--- src/hdl/iocf_pkg.sv ---
// Package with shared types, constants and helper functions for the IPv4 option class filter.
package iocf_pkg;

   localparam int MAX_OPTION_BYTES = 40;
   localparam logic [5:0] COUNT_CAP = 6'((MAX_OPTION_BYTES < 63) ? MAX_OPTION_BYTES : 63);

   localparam logic [7:0] OPT_EOL  = 8'd0;
   localparam logic [7:0] OPT_NOP  = 8'd1;
   localparam logic [7:0] OPT_RR   = 8'd7;
   localparam logic [7:0] OPT_TS   = 8'd68;
   localparam logic [7:0] OPT_LSRR = 8'd131;
   localparam logic [7:0] OPT_SSRR = 8'd137;

   localparam logic [3:0] CLASS_PAD   = 4'b0001;
   localparam logic [3:0] CLASS_ROUTE = 4'b0010;
   localparam logic [3:0] CLASS_TS    = 4'b0100;
   localparam logic [3:0] CLASS_UNK   = 4'b1000;
   localparam logic [3:0] KEEP_ALL    = 4'b1111;

   localparam logic [1:0] KIND_RAW_LEN  = 2'd0;
   localparam logic [1:0] KIND_RAW_BYTE = 2'd1;
   localparam logic [1:0] KIND_KEPT     = 2'd2;
   localparam logic [1:0] KIND_COUNT    = 2'd3;

   localparam logic REG_KEEP_MASK = 1'b0;

   localparam int RESULT_SLOTS = 4;

   typedef enum logic [3:0] {
      PHASE_TYPE = 4'b0001,
      PHASE_LEN  = 4'b0010,
      PHASE_BODY = 4'b0100,
      PHASE_STOP = 4'b1000
   } phase_type;

   typedef struct packed {
      logic [1:0] kind;
      logic [7:0] value;
      logic       final_res;
   } result_type;

   typedef struct packed {
      result_type [RESULT_SLOTS-1:0] entry;
      logic [2:0]                    count;
   } bundle_type;

   function automatic logic [3:0] class_of(input logic [7:0] t);
      logic [3:0] c;
      case (t) inside
         OPT_EOL, OPT_NOP:            c = CLASS_PAD;
         OPT_RR, OPT_LSRR, OPT_SSRR:  c = CLASS_ROUTE;
         OPT_TS:                      c = CLASS_TS;
         default:                     c = CLASS_UNK;
      endcase
      return c;
   endfunction

   function automatic logic [5:0] sat_inc(input logic [5:0] cnt);
      return (cnt < COUNT_CAP) ? cnt + 6'd1 : cnt;
   endfunction

endpackage

--- src/hdl/ipv4_option_class_filter.sv ---
// Top level of the IPv4 option class filter.
// The block takes one options byte per transfer and emits raw, kept-option and kept-count
// results, one result per output transfer, through the input register and then the result
// register bank. A byte that yields zero or one result lets the next byte follow in the next
// cycle unless the output stalls; a byte that yields k results (at most four) holds the input
// until the single result port drains them from the result register bank, one per unstalled
// cycle. The keep mask must only be written while no bytes are in flight.
module ipv4_option_class_filter (
   input  logic        clock,
   input  logic        reset,
   input  logic        req_valid,
   output logic        req_stall,
   input  logic [7:0]  req_option_byte,
   input  logic [5:0]  req_bytes_left,
   output logic        rsp_valid,
   input  logic        rsp_stall,
   output logic [1:0]  rsp_kind,
   output logic [7:0]  rsp_value,
   output logic        rsp_final_res,
   input  logic        psel,
   input  logic        penable,
   input  logic        pwrite,
   input  logic [2:0]  paddr,
   input  logic [31:0] pwdata,
   output logic [31:0] prdata,
   output logic        pready
);
   import iocf_pkg::*;

   logic       [3:0] keep_mask;
   logic             load_ok;
   logic             bundle_valid;
   bundle_type       bundle;

   iocf_csr u_csr (
      .clock       (clock),
      .reset       (reset),
      .psel        (psel),
      .penable     (penable),
      .pwrite      (pwrite),
      .paddr_index (paddr[2]),
      .pwdata      (pwdata),
      .prdata      (prdata),
      .pready      (pready),
      .keep_mask   (keep_mask)
   );

   iocf_parser u_parser (
      .clock           (clock),
      .reset           (reset),
      .keep_mask       (keep_mask),
      .req_valid       (req_valid),
      .req_stall       (req_stall),
      .req_option_byte (req_option_byte),
      .req_bytes_left  (req_bytes_left),
      .load_ok         (load_ok),
      .bundle_valid    (bundle_valid),
      .bundle          (bundle)
   );

   iocf_result_queue u_queue (
      .clock         (clock),
      .reset         (reset),
      .load          (bundle_valid),
      .bundle        (bundle),
      .load_ok       (load_ok),
      .rsp_valid     (rsp_valid),
      .rsp_stall     (rsp_stall),
      .rsp_kind      (rsp_kind),
      .rsp_value     (rsp_value),
      .rsp_final_res (rsp_final_res)
   );

endmodule

--- src/hdl/iocf_csr.sv ---
// Configuration register block holding the class keep mask.
module iocf_csr (
   input  logic        clock,
   input  logic        reset,
   input  logic        psel,
   input  logic        penable,
   input  logic        pwrite,
   input  logic        paddr_index,
   input  logic [31:0] pwdata,
   output logic [31:0] prdata,
   output logic        pready,
   output logic [3:0]  keep_mask
);
   import iocf_pkg::*;

   logic [3:0] keep_mask_ff;
   logic [3:0] keep_mask_in;
   logic       write_en;

   assign pready   = 1'b1;
   assign write_en = psel && penable && pwrite && (paddr_index == REG_KEEP_MASK);

   always_comb begin
      keep_mask_in = keep_mask_ff;
      if (write_en) begin
         keep_mask_in = pwdata[3:0];
      end
   end

   always_ff @(posedge clock) begin
      if (reset) begin
         keep_mask_ff <= KEEP_ALL;
      end else begin
         keep_mask_ff <= keep_mask_in;
      end
   end

   always_comb begin
      prdata = '0;
      if (paddr_index == REG_KEEP_MASK) begin
         prdata = {28'd0, keep_mask_ff};
      end
   end

   assign keep_mask = keep_mask_ff;

endmodule

--- src/hdl/iocf_parser.sv ---
// Input register, option parse state and per-byte result bundle generation.
module iocf_parser (
   input  logic                clock,
   input  logic                reset,
   input  logic [3:0]          keep_mask,
   input  logic                req_valid,
   output logic                req_stall,
   input  logic [7:0]          req_option_byte,
   input  logic [5:0]          req_bytes_left,
   input  logic                load_ok,
   output logic                bundle_valid,
   output iocf_pkg::bundle_type bundle
);
   import iocf_pkg::*;

   logic       stage_valid_ff, stage_valid_in;
   logic [7:0] byte_ff, byte_in;
   logic [5:0] left_ff, left_in;

   phase_type  phase_ff, phase_in;
   logic [7:0] held_type_ff, held_type_in;
   logic [5:0] held_left_ff, held_left_in;
   logic [7:0] body_rem_ff, body_rem_in;
   logic       copying_ff, copying_in;
   logic [5:0] kept_ff, kept_in;
   logic       start_ff, start_in;

   logic       accept;
   logic       advance;
   logic       raw;
   logic       last;
   logic [7:0] body_dec;
   bundle_type res;

   assign advance   = stage_valid_ff && load_ok;
   assign req_stall = stage_valid_ff && !load_ok;
   assign accept    = req_valid && !req_stall;

   always_comb begin
      stage_valid_in = stage_valid_ff;
      byte_in        = byte_ff;
      left_in        = left_ff;
      if (accept) begin
         stage_valid_in = 1'b1;
         byte_in        = req_option_byte;
         left_in        = req_bytes_left;
      end else if (advance) begin
         stage_valid_in = 1'b0;
      end
   end

   assign raw      = (keep_mask == KEEP_ALL);
   assign last     = (left_ff == 6'd1);
   assign body_dec = (body_rem_ff != 8'd0) ? body_rem_ff - 8'd1 : body_rem_ff;

   always_comb begin
      res          = '0;
      phase_in     = phase_ff;
      held_type_in = held_type_ff;
      held_left_in = held_left_ff;
      body_rem_in  = body_rem_ff;
      copying_in   = copying_ff;
      kept_in      = kept_ff;
      start_in     = 1'b0;

      if (start_ff && raw) begin
         res.entry[res.count[1:0]] = '{KIND_RAW_LEN, {2'd0, left_ff}, 1'b0};
         res.count = res.count + 3'd1;
      end
      if (raw) begin
         res.entry[res.count[1:0]] = '{KIND_RAW_BYTE, byte_ff, 1'b0};
         res.count = res.count + 3'd1;
      end

      unique case (phase_ff)
         PHASE_TYPE: begin
            if (byte_ff == OPT_EOL || byte_ff == OPT_NOP) begin
               if ((keep_mask & CLASS_PAD) != 4'd0) begin
                  res.entry[res.count[1:0]] = '{KIND_KEPT, byte_ff, 1'b0};
                  res.count = res.count + 3'd1;
                  kept_in = sat_inc(kept_in);
               end
               if (byte_ff == OPT_EOL) begin
                  phase_in = PHASE_STOP;
               end
            end else if (last) begin
               phase_in = PHASE_STOP;
            end else begin
               held_type_in = byte_ff;
               held_left_in = left_ff;
               phase_in     = PHASE_LEN;
            end
         end
         PHASE_LEN: begin
            if (byte_ff < 8'd2 || byte_ff > {2'd0, held_left_ff}) begin
               phase_in = PHASE_STOP;
            end else begin
               copying_in = ((keep_mask & class_of(held_type_ff)) != 4'd0);
               if (copying_in) begin
                  res.entry[res.count[1:0]] = '{KIND_KEPT, held_type_ff, 1'b0};
                  res.count = res.count + 3'd1;
                  res.entry[res.count[1:0]] = '{KIND_KEPT, byte_ff, 1'b0};
                  res.count = res.count + 3'd1;
                  kept_in = sat_inc(sat_inc(kept_in));
               end
               body_rem_in = byte_ff - 8'd2;
               phase_in    = (body_rem_in != 8'd0) ? PHASE_BODY : PHASE_TYPE;
            end
         end
         PHASE_BODY: begin
            if (copying_ff) begin
               res.entry[res.count[1:0]] = '{KIND_KEPT, byte_ff, 1'b0};
               res.count = res.count + 3'd1;
               kept_in = sat_inc(kept_in);
            end
            body_rem_in = body_dec;
            if (body_dec == 8'd0) begin
               phase_in = PHASE_TYPE;
            end
         end
         PHASE_STOP: begin
         end
         default: begin
            phase_in = PHASE_STOP;
         end
      endcase

      if (last) begin
         res.entry[res.count[1:0]] = '{KIND_COUNT, {2'd0, kept_in}, 1'b1};
         res.count    = res.count + 3'd1;
         phase_in     = PHASE_TYPE;
         held_type_in = '0;
         held_left_in = '0;
         body_rem_in  = '0;
         copying_in   = 1'b0;
         kept_in      = '0;
         start_in     = 1'b1;
      end
   end

   always_ff @(posedge clock) begin
      byte_ff <= byte_in;
      left_ff <= left_in;
      if (reset) begin
         stage_valid_ff <= 1'b0;
         phase_ff       <= PHASE_TYPE;
         held_type_ff   <= '0;
         held_left_ff   <= '0;
         body_rem_ff    <= '0;
         copying_ff     <= 1'b0;
         kept_ff        <= '0;
         start_ff       <= 1'b1;
      end else begin
         stage_valid_ff <= stage_valid_in;
         if (advance) begin
            phase_ff     <= phase_in;
            held_type_ff <= held_type_in;
            held_left_ff <= held_left_in;
            body_rem_ff  <= body_rem_in;
            copying_ff   <= copying_in;
            kept_ff      <= kept_in;
            start_ff     <= start_in;
         end
      end
   end

   assign bundle_valid = advance;
   assign bundle       = res;

endmodule

--- src/hdl/iocf_result_queue.sv ---
// Result register bank that hands out one result of a byte per output transfer.
module iocf_result_queue (
   input  logic                 clock,
   input  logic                 reset,
   input  logic                 load,
   input  iocf_pkg::bundle_type bundle,
   output logic                 load_ok,
   output logic                 rsp_valid,
   input  logic                 rsp_stall,
   output logic [1:0]           rsp_kind,
   output logic [7:0]           rsp_value,
   output logic                 rsp_final_res
);
   import iocf_pkg::*;

   result_type [RESULT_SLOTS-1:0] entry_ff, entry_in;
   logic [2:0] rem_ff, rem_in;
   logic [1:0] idx_ff, idx_in;
   logic       transfer;
   result_type head;

   assign rsp_valid = (rem_ff != 3'd0);
   assign transfer  = rsp_valid && !rsp_stall;
   assign load_ok   = (rem_ff == 3'd0) || (rem_ff == 3'd1 && transfer);

   always_comb begin
      entry_in = entry_ff;
      rem_in   = rem_ff;
      idx_in   = idx_ff;
      if (load) begin
         entry_in = bundle.entry;
         rem_in   = bundle.count;
         idx_in   = '0;
      end else if (transfer) begin
         rem_in = rem_ff - 3'd1;
         idx_in = idx_ff + 2'd1;
      end
   end

   always_ff @(posedge clock) begin
      entry_ff <= entry_in;
      if (reset) begin
         rem_ff <= '0;
         idx_ff <= '0;
      end else begin
         rem_ff <= rem_in;
         idx_ff <= idx_in;
      end
   end

   assign head          = entry_ff[idx_ff];
   assign rsp_kind      = head.kind;
   assign rsp_value     = head.value;
   assign rsp_final_res = head.final_res;

endmodule

--- config.mk ---
export PLATFORM = sky130hd
export DESIGN_NAME = ipv4_option_class_filter
export DESIGN_NICKNAME = d
export VERILOG_FILES = /design/src/hdl/iocf_pkg.sv /design/src/hdl/ipv4_option_class_filter.sv /design/src/hdl/iocf_csr.sv /design/src/hdl/iocf_parser.sv /design/src/hdl/iocf_result_queue.sv
export SDC_FILE = /design/constraint.sdc
export NUM_CORES = 1
export LEC_CHECK = 0
export BUFFER_PORTS_ARGS = -buffer_cell sky130_fd_sc_hd__buf_4
export CAP_MARGIN = 20
export CORE_AREA = 2 2 139 141
export CTS_CLUSTER_SIZE = 20
export DETAILED_ROUTE_END_ITERATION = 16
export DIE_AREA = 0 0 141 143
export SYNTH_ARGS = -nofsm -noshare
export SYNTH_HDL_FRONTEND = slang
export SYNTH_SLANG_ARGS = --single-unit
--- constraint.sdc ---
create_clock -name clock -period 9.7 [get_ports clock]
set_clock_uncertainty 0.05 [all_clocks]
set_input_delay 2.91 -clock clock [delete_from_list [all_inputs] [get_ports clock]]
set_output_delay 2.91 -clock clock [all_outputs]
set_load 0.02 [all_outputs]
==> results.toml <==
[synthesis]
mappedNetlistArea_sq_um = 6460
synthCells = 683
synth_area_per_cell_sq_um = 9.46
ys_types = 84
synth_edf_count = 56
synth-seq-area-share_pct = 39.7
synth_top_area_share_pct = 26.0
yosysTopAreaCell = "edfxtp_1"
synth-main-ff-cell = "edfxtp_1"
synth.area.top_cells = "edfxtp_1 (26%), dfxtp_1 (14%), nor2_1 (3.9%), mux4_2 (3.8%), ha_1 (3.7%)"
synthArstFlopShare_pct = 0
ys_ff_latch = 100
synth_warnings = 0

[timing]
drv_slew = 0
post-route-min-period_ns = 6.62
hold_viol_final = 0
fin_ws_ns = 3.08
timing.fmax_mhz = 151
rsz0062_at_grt = "false"
max_slew_margin_pct = 37.3
finalSetupViolCount = 0
min_period_over_period_pct = 68.3
fin_setup_tns_ns = 0
worst_pin_slew_ns = 0.941

[clock_tree]
root_buffer = "clkbuf_16"
ctsHoldBuffers = 0
cts_tree = "done"
postCtsSetupBuffers = 0
cts_resized = 0
clk_pin_slew_worst_paths_ns = 0.06
clock_latency_ns = 0.35
cts.path.max_buffers = 2
cts-htree-levels = 3
cts_made_buffers = 9
clkSinkCount = 100

[placed_design]
numPlacedInstances = 920
pre_cts_ws_ns = 3.09
placed_cell_area_sq_um = 6790
dpl.hpwl_microns = 12300
gp_congestion = 0.907
portBuffers = 42

[pwr]
ir_drop_mv = 0.0999
pwr-share-clk_pct = 22.6
power_density_nw_per_um2 = 217
p_sw_share_pct = 37.3
cell_internal_pwr_uw = 962
seqPwrFrac_pct = 40.5
power.switching_uw = 572
pwr-share-comb_pct = 36.9
leakage_uw = 0.00264

[detailed_routing]
ant_nets = 0
drt-total-wl_microns = 16500
drt_first_pass_iters = 4
wl_per_cell_microns = 17.7
viasPerCell = 5.46
drc_errors = 0
dr_total_vias = 5106
drtIter0Drc = 465

[die]
num_rows = 50
io-pin-count = 102
fp.coreArea_sq_um = 18600
fp.dieArea_sq_um = 20200
start_util_pct = 34.8
die_y_microns = 143
die_w_microns = 141

[setup_path]
rr_worst_depth = 15
crit_path_end_kind = "output pin"
crit_type = "input pin to output pin"
r2r_slack_ns = 5.05
startpoint_type = "input pin"
startpoint = "rsp_stall"
worstReg2RegStart = "u_parser.byte_ff[0]"
timing.rr.end = "u_queue.entry_ff[28]"
cp.required_ns = 6.74
cp_data_arrival_time_ns = 3.66
critical_path.max_fanout = 3

[min_path]
hold_end = "u_parser.held_left_ff[1]"
hold_path.class = "flip-flop to flip-flop"
holdPathStages = 2
hp-start = "u_parser.held_left_ff[1]"

[cells_and_area]
drive_above_1_share_pct = 15.1
num-nets-final = 772
fillers = 1901
finalNonFillerCells = 936
multi_input_area_sq_um = 3450
final_cell_area_sq_um = 7080
antennaDiodeCount = 0
syn_to_final_growth_pct = 9.58
seqCellArea_sq_um = 2560
layout_commonest_cell = "nor2_1"
final_cell_mix = "nor2_1 (68), nand2_1 (63), edfxtp_1 (56)"

[global_route]
grt_antenna_before_repair = 0
grt_max_degree = 55
track_usage_pct = 16.6
grt_overflow = 0
grt_pass1_wl_microns = 26100
first_global_vias = 4645

[status]
status = "complete, no violations"

[run]
cap_violations = 0
-- cells in the mapped netlist (5+ instances only) --
cell       number
a211o_1         6
a211oi_1        5
a21oi_1        28
a22oi_1        23
a31oi_1         8
a32o_1          5
and2_1          7
buf_2          18
buf_4          31
clkbuf_1       19
dfxtp_1        44
edfxtp_1       56
ha_1           19
inv_1          30
mux2i_1        16
mux4_2         11
nand2_1        63
nand2b_1        9
nand3_1        12
nand4_1         6
nor2_1         68
nor2b_1         8
nor3_1         11
nor4_1          5
o21a_1          6
o21ai_0        30
o21ai_1         7
o2bb2ai_1       6
o32ai_1         7
xnor2_1        12
xor2_1          8
-- per-layer routing --
metal  vias to the layer above  GRT usage [%]  routed length (microns)  part of all wire, %
met1                      2438           23.2                     7750                   47
li1                       2496              -                        -                    -
met2                       153           26.8                     7730                   47
met5                         -              0                        0                    0
met4                         0           4.79                      241                  1.5
met3                        19           2.82                      808                  4.9
-- flip-flops by register name, indices dropped and copies added, names as in the netlist, 3 cells and up --
signal	cells
u_parser.byte_ff	8
u_parser.phase_ff	4
u_queue.rem_ff	3
u_parser.left_ff	6
u_parser.body_rem_ff	8
u_parser.held_left_ff	6
u_csr.keep_mask	4
u_parser.kept_ff	6
u_queue.entry_ff	42
u_parser.held_type_ff	8
-- power groups by stage --
stage          sequential (uW)  combinational, uW  clock, uW
6_report                   621                566        347
5_1_grt                    633                620        372
4_1_cts                    622                564        357
2_1_floorplan              573                464          0
3_5_place_dp               631                563          0
3_3_place_gp               627                561          0
-- how the worst max path moves through the flow --
stage	end	slack, ns	depth (start not counted)
floorplan	req_stall	3.37	4
global placement	req_stall	3.07	6
detailed placement	req_stall	3.09	6
CTS	req_stall	3.08	6
global route	req_stall	2.90	6
finish	req_stall	3.08	6
-- cell type report --
class                           instances  area share (%)
Clock inverter                          4           0.424
Sequential cell                       100            36.2
Multi-Input combinational cell        505            48.8
Clock buffer                           12            3.66
Inverter                               33            1.75
Timing Repair Buffer                   48            5.09
Tap cell                              234            4.13
-- stage by stage --
step / total power, uW / utilization [%] / hold WS, ns
2_1_floorplan: 1040 / - / 0.414
3_3_place_gp: 1190 / 36.5 / 0.428
3_5_place_dp: 1190 / 36.6 / 0.441
4_1_cts: 1540 / 38.1 / 0.456
5_1_grt: 1630 / 38.1 / 0.490
6_report: 1530 / 38.1 / 0.448
-- cells by family after synthesis --
family / Yosys count / synth area share, %
and+or+nand+nor: 232 / 18.9
AOI/OAI and AO/OA: 175 / 19.8
buffers and inverters: 107 / 8.60
DFF: 100 / 39.7
muxes: 28 / 6.54
xor gates and xnor gates: 20 / 2.71
adders and majority gates: 19 / 3.68
other: 2 / 0.116
-- critical path, cell delays in order --
cell	delay, ns
buf_4	0.10
inv_1	0.07
a21oi_1	0.08
o21ai_0	0.24
inv_1	0.09
buf_4	0.17
(Power assumes the default switching activity.)
